--- config.mk ---
export PLATFORM = sky130hd
export DESIGN_NAME = block_prefetch_ring_receiver_flat
export DESIGN_NICKNAME = d
export VERILOG_FILES = /design/src/rtl/brr_pkg.sv /design/src/rtl/brr_if.sv /design/src/rtl/brr_front.sv /design/src/rtl/brr_cmd_queue.sv /design/src/rtl/brr_back.sv /design/src/rtl/block_prefetch_ring_receiver.sv /design/src/flat_wrapper.sv
export SDC_FILE = /design/constraint.sdc
export NUM_CORES = 2
export LEC_CHECK = 0
export ABC_CLOCK_PERIOD_IN_PS = 7350
export BUFFER_PORTS_ARGS = -buffer_cell sky130_fd_sc_hd__buf_2
export CAP_MARGIN = 20
export CORE_ASPECT_RATIO = 0.8
export CORE_MARGIN = 2
export CORE_UTILIZATION = 50
export DETAILED_ROUTE_END_ITERATION = 10
export GPL_TIMING_DRIVEN = 0
export PLACE_DENSITY = 0.68
export SYNTH_ARGS = -nofsm -noshare
export SYNTH_HDL_FRONTEND = slang
export SYNTH_SLANG_ARGS = --single-unit
--- constraint.sdc ---
create_clock -name i_clk -period 7.35 [get_ports i_clk]
set_input_delay 1.47 -clock i_clk [delete_from_list [all_inputs] [get_ports i_clk]]
set_output_delay 1.47 -clock i_clk [all_outputs]
set_load 0.03 [all_outputs]
--- src/rtl/brr_pkg.sv ---
`timescale 1ns / 1ps
// Shared types and constants for the block prefetch ring receiver.
// No dependencies; every other file in rtl/ refers to this package by scoped names.
package brr_pkg;

    // Action codes carried on the input channel.
    localparam logic [2:0] ACT_NEW_FILE  = 3'd0;
    localparam logic [2:0] ACT_BLOCK_BYTE = 3'd1;
    localparam logic [2:0] ACT_READ_BYTE = 3'd2;
    localparam logic [2:0] ACT_TICK      = 3'd3;
    localparam logic [2:0] ACT_RETRY     = 3'd4;

    // Request index that marks the end of a transfer.
    localparam logic [31:0] END_INDEX = 32'hFFFF_FFFF;

    // Timeout register value after reset.
    localparam logic [15:0] TIMEOUT_RESET = 16'd500;

    // Depth of the command queue between the front and back ends.
    localparam int CMD_DEPTH = 2;

    typedef struct packed {
        logic [2:0]  action;
        logic [31:0] file_size_in;
        logic [7:0]  block_byte;
        logic        block_last;
        logic        link_accept;
    } t_in_item;

    typedef struct packed {
        logic        req_sent;
        logic [31:0] req_index;
        logic        byte_valid;
        logic [7:0]  byte_value;
        logic [31:0] position;
        logic        opened;
        logic        busy_res;
        logic        cached;
    } t_out_item;

    // Decoded operation handed from the front end to the back end.
    typedef enum logic [2:0] {
        OP_NEW,
        OP_BYTE,
        OP_READ,
        OP_TICK,
        OP_RETRY,
        OP_NOP
    } t_op;

    typedef struct packed {
        t_op         op;
        logic [31:0] size;
        logic [7:0]  data;
        logic        last;
        logic        accept;
    } t_cmd;

    typedef struct packed {
        logic valid;
        t_cmd cmd;
    } t_cmd_beat;

    typedef struct packed {
        logic opened;
        logic closing;
        logic cached;
        logic busy;
    } t_flags;

    // Outcome of a send attempt: updated flags and what went out on the link.
    typedef struct packed {
        t_flags flags;
        logic   sent;
        logic   is_end;
        logic   arm;
    } t_send;

    typedef enum logic {
        BK_EXEC,
        BK_READ
    } t_bk_state;

endpackage

--- src/rtl/brr_if.sv ---
`timescale 1ns / 1ps
// Valid/ready channel interfaces for the input events and the result beats.
// Depends on brr_pkg for the payload types.
interface brr_in_if;
    logic               valid;
    logic               ready;
    brr_pkg::t_in_item  data;

    modport source (output valid, output data, input ready);
    modport sink   (input valid, input data, output ready);
endinterface

interface brr_out_if;
    logic               valid;
    logic               ready;
    brr_pkg::t_out_item data;

    modport source (output valid, output data, input ready);
    modport sink   (input valid, input data, output ready);
endinterface

--- src/rtl/brr_front.sv ---
`timescale 1ns / 1ps
// Front end: takes input beats and decodes the action into a queue command.
// Depends on brr_pkg and brr_if.
module brr_front (
    brr_in_if.sink              i_in,
    input  logic                i_q_ready,
    output brr_pkg::t_cmd_beat  o_push
);

    always_comb begin
        o_push.valid      = i_in.valid;
        o_push.cmd.size   = i_in.data.file_size_in;
        o_push.cmd.data   = i_in.data.block_byte;
        o_push.cmd.last   = i_in.data.block_last;
        o_push.cmd.accept = i_in.data.link_accept;
        unique case (i_in.data.action)
            brr_pkg::ACT_NEW_FILE:   o_push.cmd.op = brr_pkg::OP_NEW;
            brr_pkg::ACT_BLOCK_BYTE: o_push.cmd.op = brr_pkg::OP_BYTE;
            brr_pkg::ACT_READ_BYTE:  o_push.cmd.op = brr_pkg::OP_READ;
            brr_pkg::ACT_TICK:       o_push.cmd.op = brr_pkg::OP_TICK;
            brr_pkg::ACT_RETRY:      o_push.cmd.op = brr_pkg::OP_RETRY;
            default:                 o_push.cmd.op = brr_pkg::OP_NOP;
        endcase
    end

    assign i_in.ready = i_q_ready;

endmodule

--- src/rtl/brr_cmd_queue.sv ---
`timescale 1ns / 1ps
// Short command FIFO that decouples the front end from the back end.
// Depends on brr_pkg.
module brr_cmd_queue (
    input  logic                i_clk,
    input  logic                i_rst_n,
    input  brr_pkg::t_cmd_beat  i_push,
    output logic                o_ready,
    output brr_pkg::t_cmd_beat  o_head,
    input  logic                i_pop
);

    localparam int PW = (brr_pkg::CMD_DEPTH > 1) ? $clog2(brr_pkg::CMD_DEPTH) : 1;
    localparam int CW = $clog2(brr_pkg::CMD_DEPTH + 1);

    brr_pkg::t_cmd r_buf [brr_pkg::CMD_DEPTH];
    logic [PW-1:0] r_wr_ptr, n_wr_ptr;
    logic [PW-1:0] r_rd_ptr, n_rd_ptr;
    logic [CW-1:0] r_count, n_count;
    logic          push;

    assign o_ready     = (r_count != CW'(brr_pkg::CMD_DEPTH));
    assign push        = i_push.valid && o_ready;
    assign o_head.valid = (r_count != '0);
    assign o_head.cmd  = r_buf[r_rd_ptr];

    always_comb begin
        n_wr_ptr = r_wr_ptr;
        n_rd_ptr = r_rd_ptr;
        n_count  = r_count;
        if (push) begin
            n_wr_ptr = (r_wr_ptr == PW'(brr_pkg::CMD_DEPTH - 1)) ? '0 : r_wr_ptr + PW'(1);
        end
        if (i_pop) begin
            n_rd_ptr = (r_rd_ptr == PW'(brr_pkg::CMD_DEPTH - 1)) ? '0 : r_rd_ptr + PW'(1);
        end
        if (push && !i_pop) begin
            n_count = r_count + CW'(1);
        end else if (!push && i_pop) begin
            n_count = r_count - CW'(1);
        end
    end

    always_ff @(posedge i_clk) begin
        if (!i_rst_n) begin
            r_wr_ptr <= '0;
            r_rd_ptr <= '0;
            r_count  <= '0;
        end else begin
            r_wr_ptr <= n_wr_ptr;
            r_rd_ptr <= n_rd_ptr;
            r_count  <= n_count;
        end
    end

    always_ff @(posedge i_clk) begin
        if (push) begin
            r_buf[r_wr_ptr] <= i_push.cmd;
        end
    end

endmodule

--- src/rtl/brr_back.sv ---
`timescale 1ns / 1ps
// Back end: executes queued commands against the ring state and slot memory,
// and holds the result register. Depends on brr_pkg and brr_if.
module brr_back #(
    parameter int BLOCK_BYTES = 64,
    parameter int BLOCK_SLOTS = 4
) (
    input  logic                i_clk,
    input  logic                i_rst_n,
    input  brr_pkg::t_cmd_beat  i_head,
    output logic                o_pop,
    input  logic                i_cfg_wr_en,
    input  logic [15:0]         i_cfg_wr_data,
    brr_out_if.source           o_out
);

    localparam int RING_BYTES = BLOCK_BYTES * BLOCK_SLOTS;
    localparam int AW = $clog2(RING_BYTES);
    localparam int OW = $clog2(BLOCK_BYTES);
    localparam int FW = $clog2(BLOCK_BYTES + 1);
    localparam int SW = $clog2(BLOCK_SLOTS);
    localparam logic [32:0] WB_STEP = 33'(BLOCK_BYTES);
    localparam logic [BLOCK_SLOTS-1:0] SLOT_ONE = {{(BLOCK_SLOTS-1){1'b0}}, 1'b1};

    // A stop goes out at once unless a request is still outstanding or the link refuses it.
    function automatic brr_pkg::t_send send_stop(brr_pkg::t_flags f, logic acc);
        brr_pkg::t_send r;
        r.flags  = f;
        r.sent   = 1'b0;
        r.is_end = 1'b0;
        r.arm    = 1'b0;
        if (f.busy) begin
            r.flags.closing = 1'b1;
        end else if (acc) begin
            r.sent          = 1'b1;
            r.is_end        = 1'b1;
            r.flags.cached  = 1'b0;
            r.flags.closing = 1'b0;
            r.flags.opened  = 1'b0;
        end else begin
            r.flags.cached  = 1'b1;
            r.flags.closing = 1'b1;
        end
        return r;
    endfunction

    function automatic brr_pkg::t_send send_request(brr_pkg::t_flags f, logic done,
                                                    logic acc);
        brr_pkg::t_send r;
        r.flags  = f;
        r.sent   = 1'b0;
        r.is_end = 1'b0;
        r.arm    = 1'b0;
        if (!f.busy) begin
            if (done) begin
                if (f.opened) begin
                    r = send_stop(f, acc);
                end
            end else if (acc) begin
                r.sent         = 1'b1;
                r.arm          = 1'b1;
                r.flags.busy   = 1'b1;
                r.flags.cached = 1'b0;
            end else begin
                r.flags.cached = 1'b1;
            end
        end
        return r;
    endfunction

    function automatic brr_pkg::t_send follow_up(brr_pkg::t_flags f, logic full,
                                                 logic done, logic acc);
        brr_pkg::t_send r;
        r.flags  = f;
        r.sent   = 1'b0;
        r.is_end = 1'b0;
        r.arm    = 1'b0;
        if (f.closing) begin
            r = send_stop(f, acc);
        end else if (!full) begin
            r = send_request(f, done, acc);
        end
        return r;
    endfunction

    brr_pkg::t_bk_state     r_state, n_state;
    logic [15:0]            r_ticks, n_ticks;
    logic [31:0]            r_size, n_size;
    logic [31:0]            r_wblocks, n_wblocks;
    logic [32:0]            r_wbytes, n_wbytes;
    logic [SW-1:0]          r_wslot, n_wslot;
    logic [FW-1:0]          r_fill, n_fill;
    logic [SW-1:0]          r_rslot, n_rslot;
    logic [OW-1:0]          r_roff, n_roff;
    logic [31:0]            r_pos, n_pos;
    logic [BLOCK_SLOTS-1:0] r_vm, n_vm;
    brr_pkg::t_flags        r_flags, n_flags;
    logic [15:0]            r_tleft, n_tleft;
    brr_pkg::t_out_item     r_res, n_res;
    logic                   r_out_valid, n_out_valid;

    logic [7:0]             r_mem [RING_BYTES];
    logic [7:0]             r_rd_data;
    logic                   mem_we, mem_re;
    logic [AW-1:0]          wr_addr, rd_addr;

    // One mark per ring byte: set when the byte is written in the current file.
    logic [RING_BYTES-1:0]  r_mark;
    logic                   r_rd_mark;
    logic                   mark_clr;

    brr_pkg::t_flags        fl;
    brr_pkg::t_send         fu;
    logic                   called;
    logic                   got;
    logic                   done_now;
    logic [15:0]            tick_left;

    assign wr_addr  = AW'(r_wslot) * AW'(BLOCK_BYTES) + AW'(r_fill);
    assign rd_addr  = AW'(r_rslot) * AW'(BLOCK_BYTES) + AW'(r_roff);
    assign done_now = (r_wbytes >= {1'b0, r_size});

    always_comb begin
        n_state     = r_state;
        n_ticks     = r_ticks;
        n_size      = r_size;
        n_wblocks   = r_wblocks;
        n_wbytes    = r_wbytes;
        n_wslot     = r_wslot;
        n_fill      = r_fill;
        n_rslot     = r_rslot;
        n_roff      = r_roff;
        n_pos       = r_pos;
        n_vm        = r_vm;
        n_flags     = r_flags;
        n_tleft     = r_tleft;
        n_res       = r_res;
        n_out_valid = r_out_valid;
        o_pop       = 1'b0;
        mem_we      = 1'b0;
        mem_re      = 1'b0;
        mark_clr    = 1'b0;
        fl          = r_flags;
        fu.flags    = r_flags;
        fu.sent     = 1'b0;
        fu.is_end   = 1'b0;
        fu.arm      = 1'b0;
        called      = 1'b0;
        got         = 1'b0;
        tick_left   = (r_tleft != '0) ? r_tleft - 16'd1 : '0;

        if (i_cfg_wr_en) begin
            n_ticks = i_cfg_wr_data;
        end

        unique case (r_state)
            brr_pkg::BK_EXEC: begin
                if (r_out_valid && o_out.ready) begin
                    n_out_valid = 1'b0;
                end
                if (i_head.valid && (!r_out_valid || o_out.ready)) begin
                    o_pop = 1'b1;
                    unique case (i_head.cmd.op)
                        brr_pkg::OP_NEW: begin
                            n_size    = '0;
                            n_wblocks = '0;
                            n_wbytes  = '0;
                            n_wslot   = '0;
                            n_fill    = '0;
                            n_rslot   = '0;
                            n_roff    = '0;
                            n_pos     = '0;
                            n_vm      = '0;
                            n_tleft   = '0;
                            mark_clr  = 1'b1;
                            fl        = '0;
                            if (i_head.cmd.size != '0) begin
                                n_size = i_head.cmd.size;
                                called = 1'b1;
                                fu     = send_request(fl, 1'b0, i_head.cmd.accept);
                            end
                        end
                        brr_pkg::OP_BYTE: begin
                            if (r_flags.busy) begin
                                if (r_fill < FW'(BLOCK_BYTES)) begin
                                    mem_we = 1'b1;
                                    n_fill = r_fill + FW'(1);
                                end
                                if (i_head.cmd.last) begin
                                    n_vm      = r_vm | (SLOT_ONE << r_wslot);
                                    n_wblocks = r_wblocks + 32'd1;
                                    n_wbytes  = r_wbytes[32] ? r_wbytes : r_wbytes + WB_STEP;
                                    n_wslot   = (r_wslot == SW'(BLOCK_SLOTS - 1)) ? '0
                                                : r_wslot + SW'(1);
                                    n_fill    = '0;
                                    fl.opened = 1'b1;
                                    fl.busy   = 1'b0;
                                    n_tleft   = '0;
                                end
                            end
                            if (i_head.cmd.last) begin
                                called = 1'b1;
                                fu     = follow_up(fl, &n_vm, n_wbytes >= {1'b0, r_size},
                                                   i_head.cmd.accept);
                            end
                        end
                        brr_pkg::OP_READ: begin
                            got = (r_vm != '0) && (r_pos < r_size);
                            if (got) begin
                                mem_re = 1'b1;
                                n_pos  = r_pos + 32'd1;
                                if (r_roff == OW'(BLOCK_BYTES - 1)) begin
                                    n_roff  = '0;
                                    n_vm    = r_vm & ~(SLOT_ONE << r_rslot);
                                    n_rslot = (r_rslot == SW'(BLOCK_SLOTS - 1)) ? '0
                                              : r_rslot + SW'(1);
                                    called  = 1'b1;
                                    fu      = follow_up(fl, &n_vm, done_now,
                                                        i_head.cmd.accept);
                                end else begin
                                    n_roff = r_roff + OW'(1);
                                end
                            end
                        end
                        brr_pkg::OP_TICK: begin
                            if (r_flags.busy) begin
                                n_tleft = tick_left;
                                if (tick_left == '0) begin
                                    fl.busy = 1'b0;
                                    called  = 1'b1;
                                    fu      = follow_up(fl, &r_vm, done_now,
                                                        i_head.cmd.accept);
                                end
                            end
                        end
                        brr_pkg::OP_RETRY: begin
                            if (r_flags.cached) begin
                                called = 1'b1;
                                fu     = follow_up(fl, &r_vm, done_now, i_head.cmd.accept);
                            end
                        end
                        default: begin
                        end
                    endcase

                    if (!called) begin
                        fu.flags = fl;
                    end
                    n_flags = fu.flags;
                    if (fu.arm) begin
                        n_tleft = r_ticks;
                    end

                    n_res.req_sent   = fu.sent;
                    n_res.req_index  = !fu.sent ? '0
                                       : (fu.is_end ? brr_pkg::END_INDEX : n_wblocks);
                    n_res.byte_valid = got;
                    n_res.byte_value = '0;
                    n_res.position   = n_pos;
                    n_res.opened     = n_flags.opened;
                    n_res.busy_res   = n_flags.busy;
                    n_res.cached     = n_flags.cached;

                    // A delivered byte waits in BK_READ for the registered slot memory read.
                    if (got) begin
                        n_state     = brr_pkg::BK_READ;
                        n_out_valid = 1'b0;
                    end else begin
                        n_out_valid = 1'b1;
                    end
                end
            end
            brr_pkg::BK_READ: begin
                // A byte not written in the current file reads as zero.
                n_res.byte_value = r_rd_mark ? r_rd_data : '0;
                n_out_valid      = 1'b1;
                n_state          = brr_pkg::BK_EXEC;
            end
            default: begin
                n_state = brr_pkg::BK_EXEC;
            end
        endcase
    end

    always_ff @(posedge i_clk) begin
        if (!i_rst_n) begin
            r_state     <= brr_pkg::BK_EXEC;
            r_ticks     <= brr_pkg::TIMEOUT_RESET;
            r_size      <= '0;
            r_wblocks   <= '0;
            r_wbytes    <= '0;
            r_wslot     <= '0;
            r_fill      <= '0;
            r_rslot     <= '0;
            r_roff      <= '0;
            r_pos       <= '0;
            r_vm        <= '0;
            r_flags     <= '0;
            r_tleft     <= '0;
            r_out_valid <= 1'b0;
        end else begin
            r_state     <= n_state;
            r_ticks     <= n_ticks;
            r_size      <= n_size;
            r_wblocks   <= n_wblocks;
            r_wbytes    <= n_wbytes;
            r_wslot     <= n_wslot;
            r_fill      <= n_fill;
            r_rslot     <= n_rslot;
            r_roff      <= n_roff;
            r_pos       <= n_pos;
            r_vm        <= n_vm;
            r_flags     <= n_flags;
            r_tleft     <= n_tleft;
            r_out_valid <= n_out_valid;
        end
    end

    always_ff @(posedge i_clk) begin
        r_res <= n_res;
    end

    always_ff @(posedge i_clk) begin
        if (!i_rst_n) begin
            r_mark <= '0;
        end else if (mark_clr) begin
            r_mark <= '0;
        end else if (mem_we) begin
            r_mark[wr_addr] <= 1'b1;
        end
    end

    // Slot memory: one write port for arriving block bytes, one registered read port.
    always_ff @(posedge i_clk) begin
        if (mem_we) begin
            r_mem[wr_addr] <= i_head.cmd.data;
        end
        if (mem_re) begin
            r_rd_data <= r_mem[rd_addr];
            r_rd_mark <= r_mark[rd_addr];
        end
    end

    assign o_out.valid = r_out_valid;
    assign o_out.data  = r_res;

endmodule

--- src/rtl/block_prefetch_ring_receiver.sv ---
`timescale 1ns / 1ps
// Top level of the block prefetch ring receiver.
// Depends on brr_pkg, brr_if, brr_front, brr_cmd_queue and brr_back.
//
// The receiver takes one event beat per item on i_in (valid/ready): start a file,
// a byte of an arriving block, a consumer read, a timeout tick, or a retry of a
// refused send. Every event produces exactly one result beat on o_out, carrying
// the block request (or end marker) handed to the link, the byte read, the read
// position and the opened, busy and cached flags.
// The front end decodes each beat into a command and pushes it into a two-entry
// queue; the back end pops commands and updates the ring state. The slot memory
// has a registered read port. Events sustain one per cycle while o_out is ready,
// except delivered reads, which also hold the back end in its read state.
// The timeout register is written through i_cfg_wr_en / i_cfg_wr_data; the user
// must write it while the block is idle, and the block does not enforce this.
// Reset (synchronous, active low) clears all counters, flags and the ring, sets
// the timeout to 500 ticks and empties the queue. The slot memory itself is
// never cleared; a written mark per byte, dropped at reset and at each new file,
// makes a byte not yet written in the current file read as zero.
// When the receiver of o_out stalls, the result register holds its beat, the
// queue fills, and i_in.ready drops until the results move again.
module block_prefetch_ring_receiver #(
    parameter int BLOCK_BYTES = 64,
    parameter int BLOCK_SLOTS = 4
) (
    input  logic        i_clk,
    input  logic        i_rst_n,
    brr_in_if.sink      i_in,
    brr_out_if.source   o_out,
    input  logic        i_cfg_wr_en,
    input  logic [15:0] i_cfg_wr_data
);

    brr_pkg::t_cmd_beat push;
    brr_pkg::t_cmd_beat head;
    logic               q_ready;
    logic               pop;

    // Decode incoming event beats.
    brr_front u_front (
        .i_in      (i_in),
        .i_q_ready (q_ready),
        .o_push    (push)
    );

    // Command queue lets the front end keep taking beats while the back end
    // waits on memory or on a stalled result.
    brr_cmd_queue u_queue (
        .i_clk   (i_clk),
        .i_rst_n (i_rst_n),
        .i_push  (push),
        .o_ready (q_ready),
        .o_head  (head),
        .i_pop   (pop)
    );

    // Ring state, slot memory, link requests and the result register.
    brr_back #(
        .BLOCK_BYTES (BLOCK_BYTES),
        .BLOCK_SLOTS (BLOCK_SLOTS)
    ) u_back (
        .i_clk         (i_clk),
        .i_rst_n       (i_rst_n),
        .i_head        (head),
        .o_pop         (pop),
        .i_cfg_wr_en   (i_cfg_wr_en),
        .i_cfg_wr_data (i_cfg_wr_data),
        .o_out         (o_out)
    );

endmodule

--- src/flat_wrapper.sv ---
// flat-port wrapper written by rule: the top's interface ports become plain ports
module block_prefetch_ring_receiver_flat 
#(
    parameter int BLOCK_BYTES = 64,
    parameter int BLOCK_SLOTS = 4
)
  (i_clk, i_rst_n, i_cfg_wr_en, i_cfg_wr_data, i_in_valid, i_in_data, i_in_ready, o_out_valid, o_out_data, o_out_ready);
  brr_in_if i_in_i ();
  brr_out_if o_out_i ();
  input  logic i_clk;
  input  logic i_rst_n;
  input  logic i_cfg_wr_en;
  input  logic [15:0] i_cfg_wr_data;
  input wire logic [$bits(i_in_i.valid)-1:0] i_in_valid;
  input wire logic [$bits(i_in_i.data)-1:0] i_in_data;
  output wire logic [$bits(i_in_i.ready)-1:0] i_in_ready;
  output wire logic [$bits(o_out_i.valid)-1:0] o_out_valid;
  output wire logic [$bits(o_out_i.data)-1:0] o_out_data;
  input wire logic [$bits(o_out_i.ready)-1:0] o_out_ready;
  assign i_in_i.valid = i_in_valid;
  assign i_in_i.data = i_in_data;
  assign i_in_ready = i_in_i.ready;
  assign o_out_valid = o_out_i.valid;
  assign o_out_data = o_out_i.data;
  assign o_out_i.ready = o_out_ready;
  block_prefetch_ring_receiver #(.BLOCK_BYTES(BLOCK_BYTES), .BLOCK_SLOTS(BLOCK_SLOTS)) u_core (.i_clk(i_clk), .i_rst_n(i_rst_n), .i_in(i_in_i), .o_out(o_out_i), .i_cfg_wr_en(i_cfg_wr_en), .i_cfg_wr_data(i_cfg_wr_data));
endmodule
Word level (Yosys, flattened, before mapping)

Memories as Yosys holds them, arrays and structs flattened. A register that Yosys moved wholly into a read port is not among the register bits.
Cells that the tools add are included.

Register bits: 526
Bits in writable memories: 2138
Memories: 2
Bits of input ports: 66

Shift-type cells: 2
Bitwise gates (word level): 6
$lt $le $gt $ge: 7
Muxes and demuxes: 162
Reduce and logical (&&, ||, !) cells: 38
Add/subtract/negate cells: 14
Equality and inequality tests: 30

Memory list:

| name                 | depth | width | read ports | clocked after Yosys merged registers in | wr ports | line                | source |
|---|---|---|---|---|---|---|---|
| u_core.u_back.r_mem  | 256   | 8     | 1          | 1                                       | 1        | brr_back.sv:102     | `logic [7:0] r_mem [RING_BYTES];` |
| u_core.u_queue.r_buf | 2     | 45    | 1          | 1                                       | 1        | brr_cmd_queue.sv:16 | `brr_pkg::t_cmd r_buf [brr_pkg::CMD_DEPTH];` |

Operators with widths:

| operator                                                   | count |
|---|---|
| OR 256 bit                                                 | 1 |
| 2-to-1 mux 33 bit                                          | 6 |
| 2-to-1 mux 7 bit                                           | 26 |
| 2-to-1 mux 32 bit                                          | 5 |
| one-hot mux 32 bit (2 select lines)                        | 2 |
| 2-to-1 mux 16 bit                                          | 5 |
| 2-to-1 mux 1 bit                                           | 70 |
| greater-or-equal comparator 33 x 32 -> 1 bit               | 2 |
| one-hot mux 33 bit (2 select lines)                        | 1 |
| adder 32 x 1 -> 32 bit, second input constant              | 2 |
| one-hot mux 16 bit (3 select lines)                        | 1 |
| 2-to-1 mux 43 bit                                          | 1 |
| one-hot mux 7 bit (5 select lines)                         | 1 |
| adder 33 x 7 -> 33 bit, second input constant              | 1 |
| less-than comparator 32 bit                                | 1 |
| 2-to-1 mux 2 bit                                           | 16 |
| 2-to-1 mux 4 bit                                           | 8 |
| nonzero test 32 bit                                        | 1 |
| != test 5 bit, second input constant                       | 6 |
| AND reduction 5 bit                                        | 4 |
| less-than comparator 8 x 9 -> 1 bit, second input constant | 2 |
| zero test 16 bit                                           | 1 |
| one-hot mux 8 bit (2 select lines)                         | 1 |
| AND reduction 4 bit                                        | 4 |
| 52 further kinds                                           | 91 |

Depth between registers and ports, before layout

Word-level depth: 19
Depth in mapped cells: 21
Depth with buffers taken out: 17

Modules after synthesis

Synthesis repeated with hierarchy kept, for this count alone.

Cells, all modules: 5940
Area total of the unflattened synthesis: 107734.6 um^2

By module, submodules not included:

| module        | area each (um^2) | cells an instance | instances |
|---|---|---|---|
| brr_back      | 103885.9         | 5729              | 1 |
| brr_cmd_queue | 3500.9           | 164               | 1 |
| brr_front     | 347.8            | 47                | 1 |

Worst setup path after synthesis

OpenSTA, ideal clock, no wires.

Path kind: input -> register
Start: input o_out_ready
End: register u_core.u_back.r_wblocks[26]
Path slack: 2.256 ns
Required time: 7.098 ns
Stages on the path: 7
Arrival: 4.842 ns
Cells stage by stage: nor2b_1 -> or3_1 -> clkbuf_1 -> inv_1 -> clkbuf_1 -> clkbuf_1 -> a311oi_1

Cells in the longest elaborated chain, start to end: 3

Ends and longest elaborated chain:

| item                          | line               | source |
|---|---|---|
| start: declaration            | flat_wrapper.sv:19 | `input wire logic [$bits(o_out_i.ready)-1:0] o_out_ready;` |
| logical OR 1 bit              | brr_back.sv:161    | `if (i_head.valid && (!r_out_valid \|\| o_out.ready)) begin` |
| logical AND 1 bit             | brr_back.sv:161    |  |
| AND reduction 2 bit (no line) | n/a                |  |
| end signal: assignment        | brr_back.sv:305    | `r_wblocks <= n_wblocks;` |
| end: declaration              | brr_back.sv:89     | `logic [31:0] r_wblocks, n_wblocks;` |

Every way passes these cells.
A chain may end at the register's enable or synchronous reset.

==> results.txt <==
----------------------------------------------------
[Routing]
  Number of vias after detailed routing ... 60430
  Detail-routed net length per standard cell ... 32.55 um
  Detailed Route WL ... 304300 um
  Number of antenna-violating nets in the routed design ... 0
  DRT iter0 DRCs ... 9109
  Via density per instance ... 6.464
  First drt pass iteration count ... 8
  Post-route DRC violation count ... 0

[Global route]
  Largest net degree at the start of global routing ... 146
  Layer with the highest usage after global routing ... met2
  Global-route met2 utilization ... 41.27%
  Vias in the first global route ... 57630
  All-layer global routing usage ... 27.75%
  Number of antenna violations at the first check in global routing ... 21
  Met3 track demand over resource ... 6.339%
  Wire length of the first global-routing pass ... 428200 um
  Met1 usage ... 40.22%
  Final global-route overflow total ... 0

[CTS]
  Clock sinks ... 2667
  Clock latency on the worst-skew pair ... 930 ps
  Hold-fix buffer count after cts ... 0
  Number of H-tree levels ... 4
  Resized cells post-CTS ... 0
  Clock tree from TritonCTS ... done
  Clk slew on worst S/H paths ... 70 ps
  Total clock buffers created by CTS ... 247
  Clock tree root driver cell ... sky130_fd_sc_hd__clkbuf_16
  Largest buffer count on any clock path ... 4
  Setup bufs post-CTS ... 0

[Placement]
  Post-DP HPWL ... 207800 um
  Placed inst area ... 112400 um^2
  Total of buffers placed on input and output ports ... 142
  Total instance count after detailed placement ... 8876
  Routability congestion estimate ... 0.9318

[Power]
  Cell internal power dissipation ... 0.02621 W
  Clock network power share ... 36.7%
  Worst IR drop on VDD ... 312.1 uV
  Share of total power in combinational logic ... 12.6%
  Cell area power density ... 294.4 nW/um^2
  Proportion of total power due to net switching ... 26.30%
  Switching power of the nets ... 0.009350 W
  Pwr Total ... 0.03556 W
  Leakage ... 37.83 nW
  Relative contribution of sequential cells to total power ... 50.6%

[Timing]
  Setup repair after global routing missed its margin ... no
  Final critical path time including I/O delays and setup ... 6555 ps
  Final worst clock skew ... 120.1 ps
  Final Hold Violating Endpoints ... 0
  Transition time at the pin with the least slew margin ... 1213 ps
  Highest Clock Rate ... 0.1526 GHz
  Final total negative setup slack ... 0 ps
  Slew HR ... 18.91%
  Final Cycle Share ... 89.18%
  Number of setup violations in the final report ... 0
  Number of max-slew violations in the final report ... 0

[Floorplan]
  Core area ... 212400 um^2
  Width of the die ... 521.6 um
  IO Count ... 145
  Die footprint ... 218100 um^2
  Effective utilization at floorplan ... 50.47%
  Die Ht ... 418.1 um
  Core Rows ... 151

[Critical path]
  Cell depth of the worst flop-to-flop path ... 20
  Arrival time reported for the critical path endpoint ... 7130 ps
  Max Fanout on Critical Path ... 10
  Kind of capture point of the worst setup path ... register
  Worst setup SP type ... register
  CP required ... 7920 ps
  Critical setup path kind ... register to register

[Synth]
  Mux cell area share after synthesis ... 16.90%
  Compound-Gate Fraction of Synth Area ... 4.864%
  Adder-cell share of the synthesized area ... 1.191%
  Primary FF master, synth ... sky130_fd_sc_hd__edfxtp_1
  Synthesized netlist net count ... 6030
  Share of synthesized cell area in and, or, nand and nor gates ... 4.352%
  Sequential element share of the synthesized area ... 70.58%
  Post-Synthesis Cells ... 5862
  Syn_area_per_cell ... 18.28 um^2
  Synthesized-area fraction occupied by xor and xnor cells ... 0.5802%
  Number of warning messages in the yosys log ... 0
  Combinational family with the most area after synthesis ... multiplexers
  Async SR Flop Fraction ... 0%
  Number of enable-type register cells in the synthesized netlist ... 2224
  Post-Synthesis Cell Area ... 107200 um^2
  Unique cell type count in the Yosys netlist ... 90
  Count of state elements after synthesis ... 2667

[Layout]
  Final net count ... 6476
  Fill cell instance count of the final layout ... 15860
  Final Core Density ... 56.87%
  Relative area change from synthesis to final layout ... 12.68%
  Final std cell area, no fill ... 120800 um^2
  Post-route insts no fill ... 9349
  Layout cell share with drive strength beyond 1 ... 23.83%

[Run status]
  Outcome ... finished, final reports clean

[Hold path]
  Worst min path class ... register to register
  Min-Delay Path Depth ... 1

[Flow run]
  Max-capacitance violation count ... 0

----------------------------------------------------
-- flip-flops by register name (all words and copies together), names as in the netlist, 6 cells and up, named ones only --
| name | cells |
|---|---|
| u_core.u_back.r_mem | 2048 |
| u_core.u_back.r_rd_data | 8 |
| u_core.u_queue.r_buf | 90 |
| u_core.u_back.r_tleft | 16 |
| u_core.u_back.o_out.data | 77 |
| u_core.u_back.r_fill | 7 |
| u_core.u_back.r_ticks | 16 |
| u_core.u_back.r_wblocks | 32 |
| u_core.u_back.r_roff | 6 |
| u_core.u_back.r_size | 32 |
| u_core.u_back.r_pos | 32 |
| u_core.u_back.r_mark | 256 |
| u_core.u_back.r_wbytes | 27 |
-- area by class of cell --
cell class,instances,area [um^2],share of cell area [%]
well taps,2830,3541,2.932
diodes,5,12.51,0.01036
repair buffers,197,1699,1.407
inverters,61,229.0,0.1896
multi-input cells,2806,30020,24.86
flip-flops and latches,2667,75650,62.64
clock inverters,131,1410,1.168
clock buffers,324,6754,5.592
plain buffers,328,1453,1.203
-- critical path, cell delays in order (launching register included) --
cell and delay, ps:
sky130_fd_sc_hd__dfxtp_1 300, sky130_fd_sc_hd__buf_2 270, sky130_fd_sc_hd__mux2i_1 310, sky130_fd_sc_hd__or4_1 540, sky130_fd_sc_hd__clkbuf_1 230, sky130_fd_sc_hd__nor2_1 270, sky130_fd_sc_hd__nand3_1 280, sky130_fd_sc_hd__nor3_1 510
sky130_fd_sc_hd__nand3_1 230, sky130_fd_sc_hd__xnor2_1 170, sky130_fd_sc_hd__ha_1 300, sky130_fd_sc_hd__nand3_1 110, sky130_fd_sc_hd__nor4b_1 520, sky130_fd_sc_hd__nand2_1 120, sky130_fd_sc_hd__a31oi_1 550, sky130_fd_sc_hd__nor2_1 190
sky130_fd_sc_hd__o31ai_1 300, sky130_fd_sc_hd__a31oi_1 160, sky130_fd_sc_hd__a21oi_2 520, sky130_fd_sc_hd__buf_4 340, sky130_fd_sc_hd__inv_1 60
-- synth_stat cells, types with 6 or more instances --
cell                       count  area, um^2
sky130_fd_sc_hd__or3_1        20       125.1
sky130_fd_sc_hd__o21ai_0     117       585.6
sky130_fd_sc_hd__mux2i_1      67       670.6
sky130_fd_sc_hd__buf_2        56       280.3
sky130_fd_sc_hd__nor4_1       29       181.4
sky130_fd_sc_hd__buf_1        34       127.6
sky130_fd_sc_hd__nand4_1      39       244.0
sky130_fd_sc_hd__buf_4        17       127.6
sky130_fd_sc_hd__nand2_1     210       788.3
sky130_fd_sc_hd__a21oi_2      35       306.5
sky130_fd_sc_hd__nor3_1       62       310.3
sky130_fd_sc_hd__a31oi_1      22       137.6
sky130_fd_sc_hd__edfxtp_1   2224       66780
sky130_fd_sc_hd__nor2_1      481        1805
sky130_fd_sc_hd__and4_1       10       87.58
sky130_fd_sc_hd__o22ai_1      12       75.07
sky130_fd_sc_hd__mux2_2       27       304.0
sky130_fd_sc_hd__a311oi_1     13       113.9
sky130_fd_sc_hd__a41oi_1       6       52.55
sky130_fd_sc_hd__nand3_1      61       305.3
sky130_fd_sc_hd__o31ai_1       8       60.06
sky130_fd_sc_hd__dfxtp_1     443        8869
sky130_fd_sc_hd__buf_6         6       67.56
sky130_fd_sc_hd__o21a_1      269        2019
sky130_fd_sc_hd__a211oi_1     20       150.1
sky130_fd_sc_hd__nor2b_1      19       118.9
sky130_fd_sc_hd__xor2_1       40       350.3
sky130_fd_sc_hd__xnor2_1      31       271.5
sky130_fd_sc_hd__inv_1        60       225.2
sky130_fd_sc_hd__a211oi_2     10       125.1
sky130_fd_sc_hd__and2_1       11       68.82
sky130_fd_sc_hd__mux4_2      761       17140
sky130_fd_sc_hd__a21oi_1     140       700.7
sky130_fd_sc_hd__or2_2         6       37.54
sky130_fd_sc_hd__or4_1         8       60.06
sky130_fd_sc_hd__and3_1       29       181.4
sky130_fd_sc_hd__a21o_1       17       127.6
sky130_fd_sc_hd__clkbuf_1    215       807.0
sky130_fd_sc_hd__ha_1        102        1276
sky130_fd_sc_hd__a22oi_1      22       165.2
sky130_fd_sc_hd__nand3b_1      8       60.06
-- placed cells by master, fill, tap and decap left out, types with 19 or more instances in the layout --
cell type and count:
sky130_fd_sc_hd__mux2_2 19, sky130_fd_sc_hd__xor2_1 40, sky130_fd_sc_hd__a211oi_1 20, sky130_fd_sc_hd__nand3_1 61, sky130_fd_sc_hd__a21oi_2 35, sky130_fd_sc_hd__buf_8 29
sky130_fd_sc_hd__buf_4 22, sky130_fd_sc_hd__bufinv_16 26, sky130_fd_sc_hd__clkbuf_8 22, sky130_fd_sc_hd__dfxtp_1 443, sky130_fd_sc_hd__o21ai_0 117, sky130_fd_sc_hd__clkbuf_1 238
sky130_fd_sc_hd__and3_1 28, sky130_fd_sc_hd__clkinv_2 50, sky130_fd_sc_hd__or3_1 20, sky130_fd_sc_hd__buf_2 202, sky130_fd_sc_hd__a21oi_1 140, sky130_fd_sc_hd__nand4_1 39
sky130_fd_sc_hd__nand2_1 210, sky130_fd_sc_hd__edfxtp_1 2224, sky130_fd_sc_hd__ha_1 102, sky130_fd_sc_hd__xnor2_1 31, sky130_fd_sc_hd__buf_1 31, sky130_fd_sc_hd__nor2_1 479
sky130_fd_sc_hd__mux2i_1 67, sky130_fd_sc_hd__nor4_1 29, sky130_fd_sc_hd__a31oi_1 22, sky130_fd_sc_hd__clkbuf_16 250, sky130_fd_sc_hd__nor2b_1 19, sky130_fd_sc_hd__mux4_2 761
sky130_fd_sc_hd__clkbuf_2 28, sky130_fd_sc_hd__clkinv_1 28, sky130_fd_sc_hd__nor3_1 62, sky130_fd_sc_hd__inv_1 60, sky130_fd_sc_hd__o21a_1 269, sky130_fd_sc_hd__a22oi_1 22
-- per-stage QoR --
stage,hold WS [ps],setup WS [ps]
floorplan,425.0,2256
global placement,437.3,148.5
detailed placement,448.2,883.8
CTS,464.0,879.9
global route,471.0,408.2
finish,462.0,795.5
-- power groups by stage --
stage	sequential, W	clock [W]	combinational [W]
final	0.0180	0.0131	0.00450
after global routing	0.0180	0.0137	0.00479
after CTS	0.0180	0.0131	0.00446
after detailed placement	0.0183	0	0.00446
after global placement	0.0186	0	0.00410
after floorplan	0.0188	0	0.00216
-- kinds of logic after synthesis --
family / count (synthesis)
mux: 855
xor+xnor: 71
simple gates: 1026
fa+ha+maj: 102
buf+inv: 389
compound gates: 752
flops: 2667
-- worst paths after layout --
| check | startpoint | to | slack, ps |
|---|---|---|---|
| worst max-delay path | register | u_core.u_back.o_out.data[76] | 800 |
| worst min-delay path | u_core.u_back.r_mark[3] | u_core.u_back.r_mark[3] | 460 |
| worst max register to register | register | u_core.u_back.o_out.data[76] | 800 |
| worst min register to register | u_core.u_back.r_mark[3] | u_core.u_back.r_mark[3] | 460 |
-- per-layer routing --
metal / up-vias / wire length, um
li1: 24610 / -
met1: 31560 / 120800
met2: 3618 / 136600
met3: 630 / 34070
met4: 12 / 12740
met5: - / 91
Note: power is estimated with default switching activity, not from simulation.
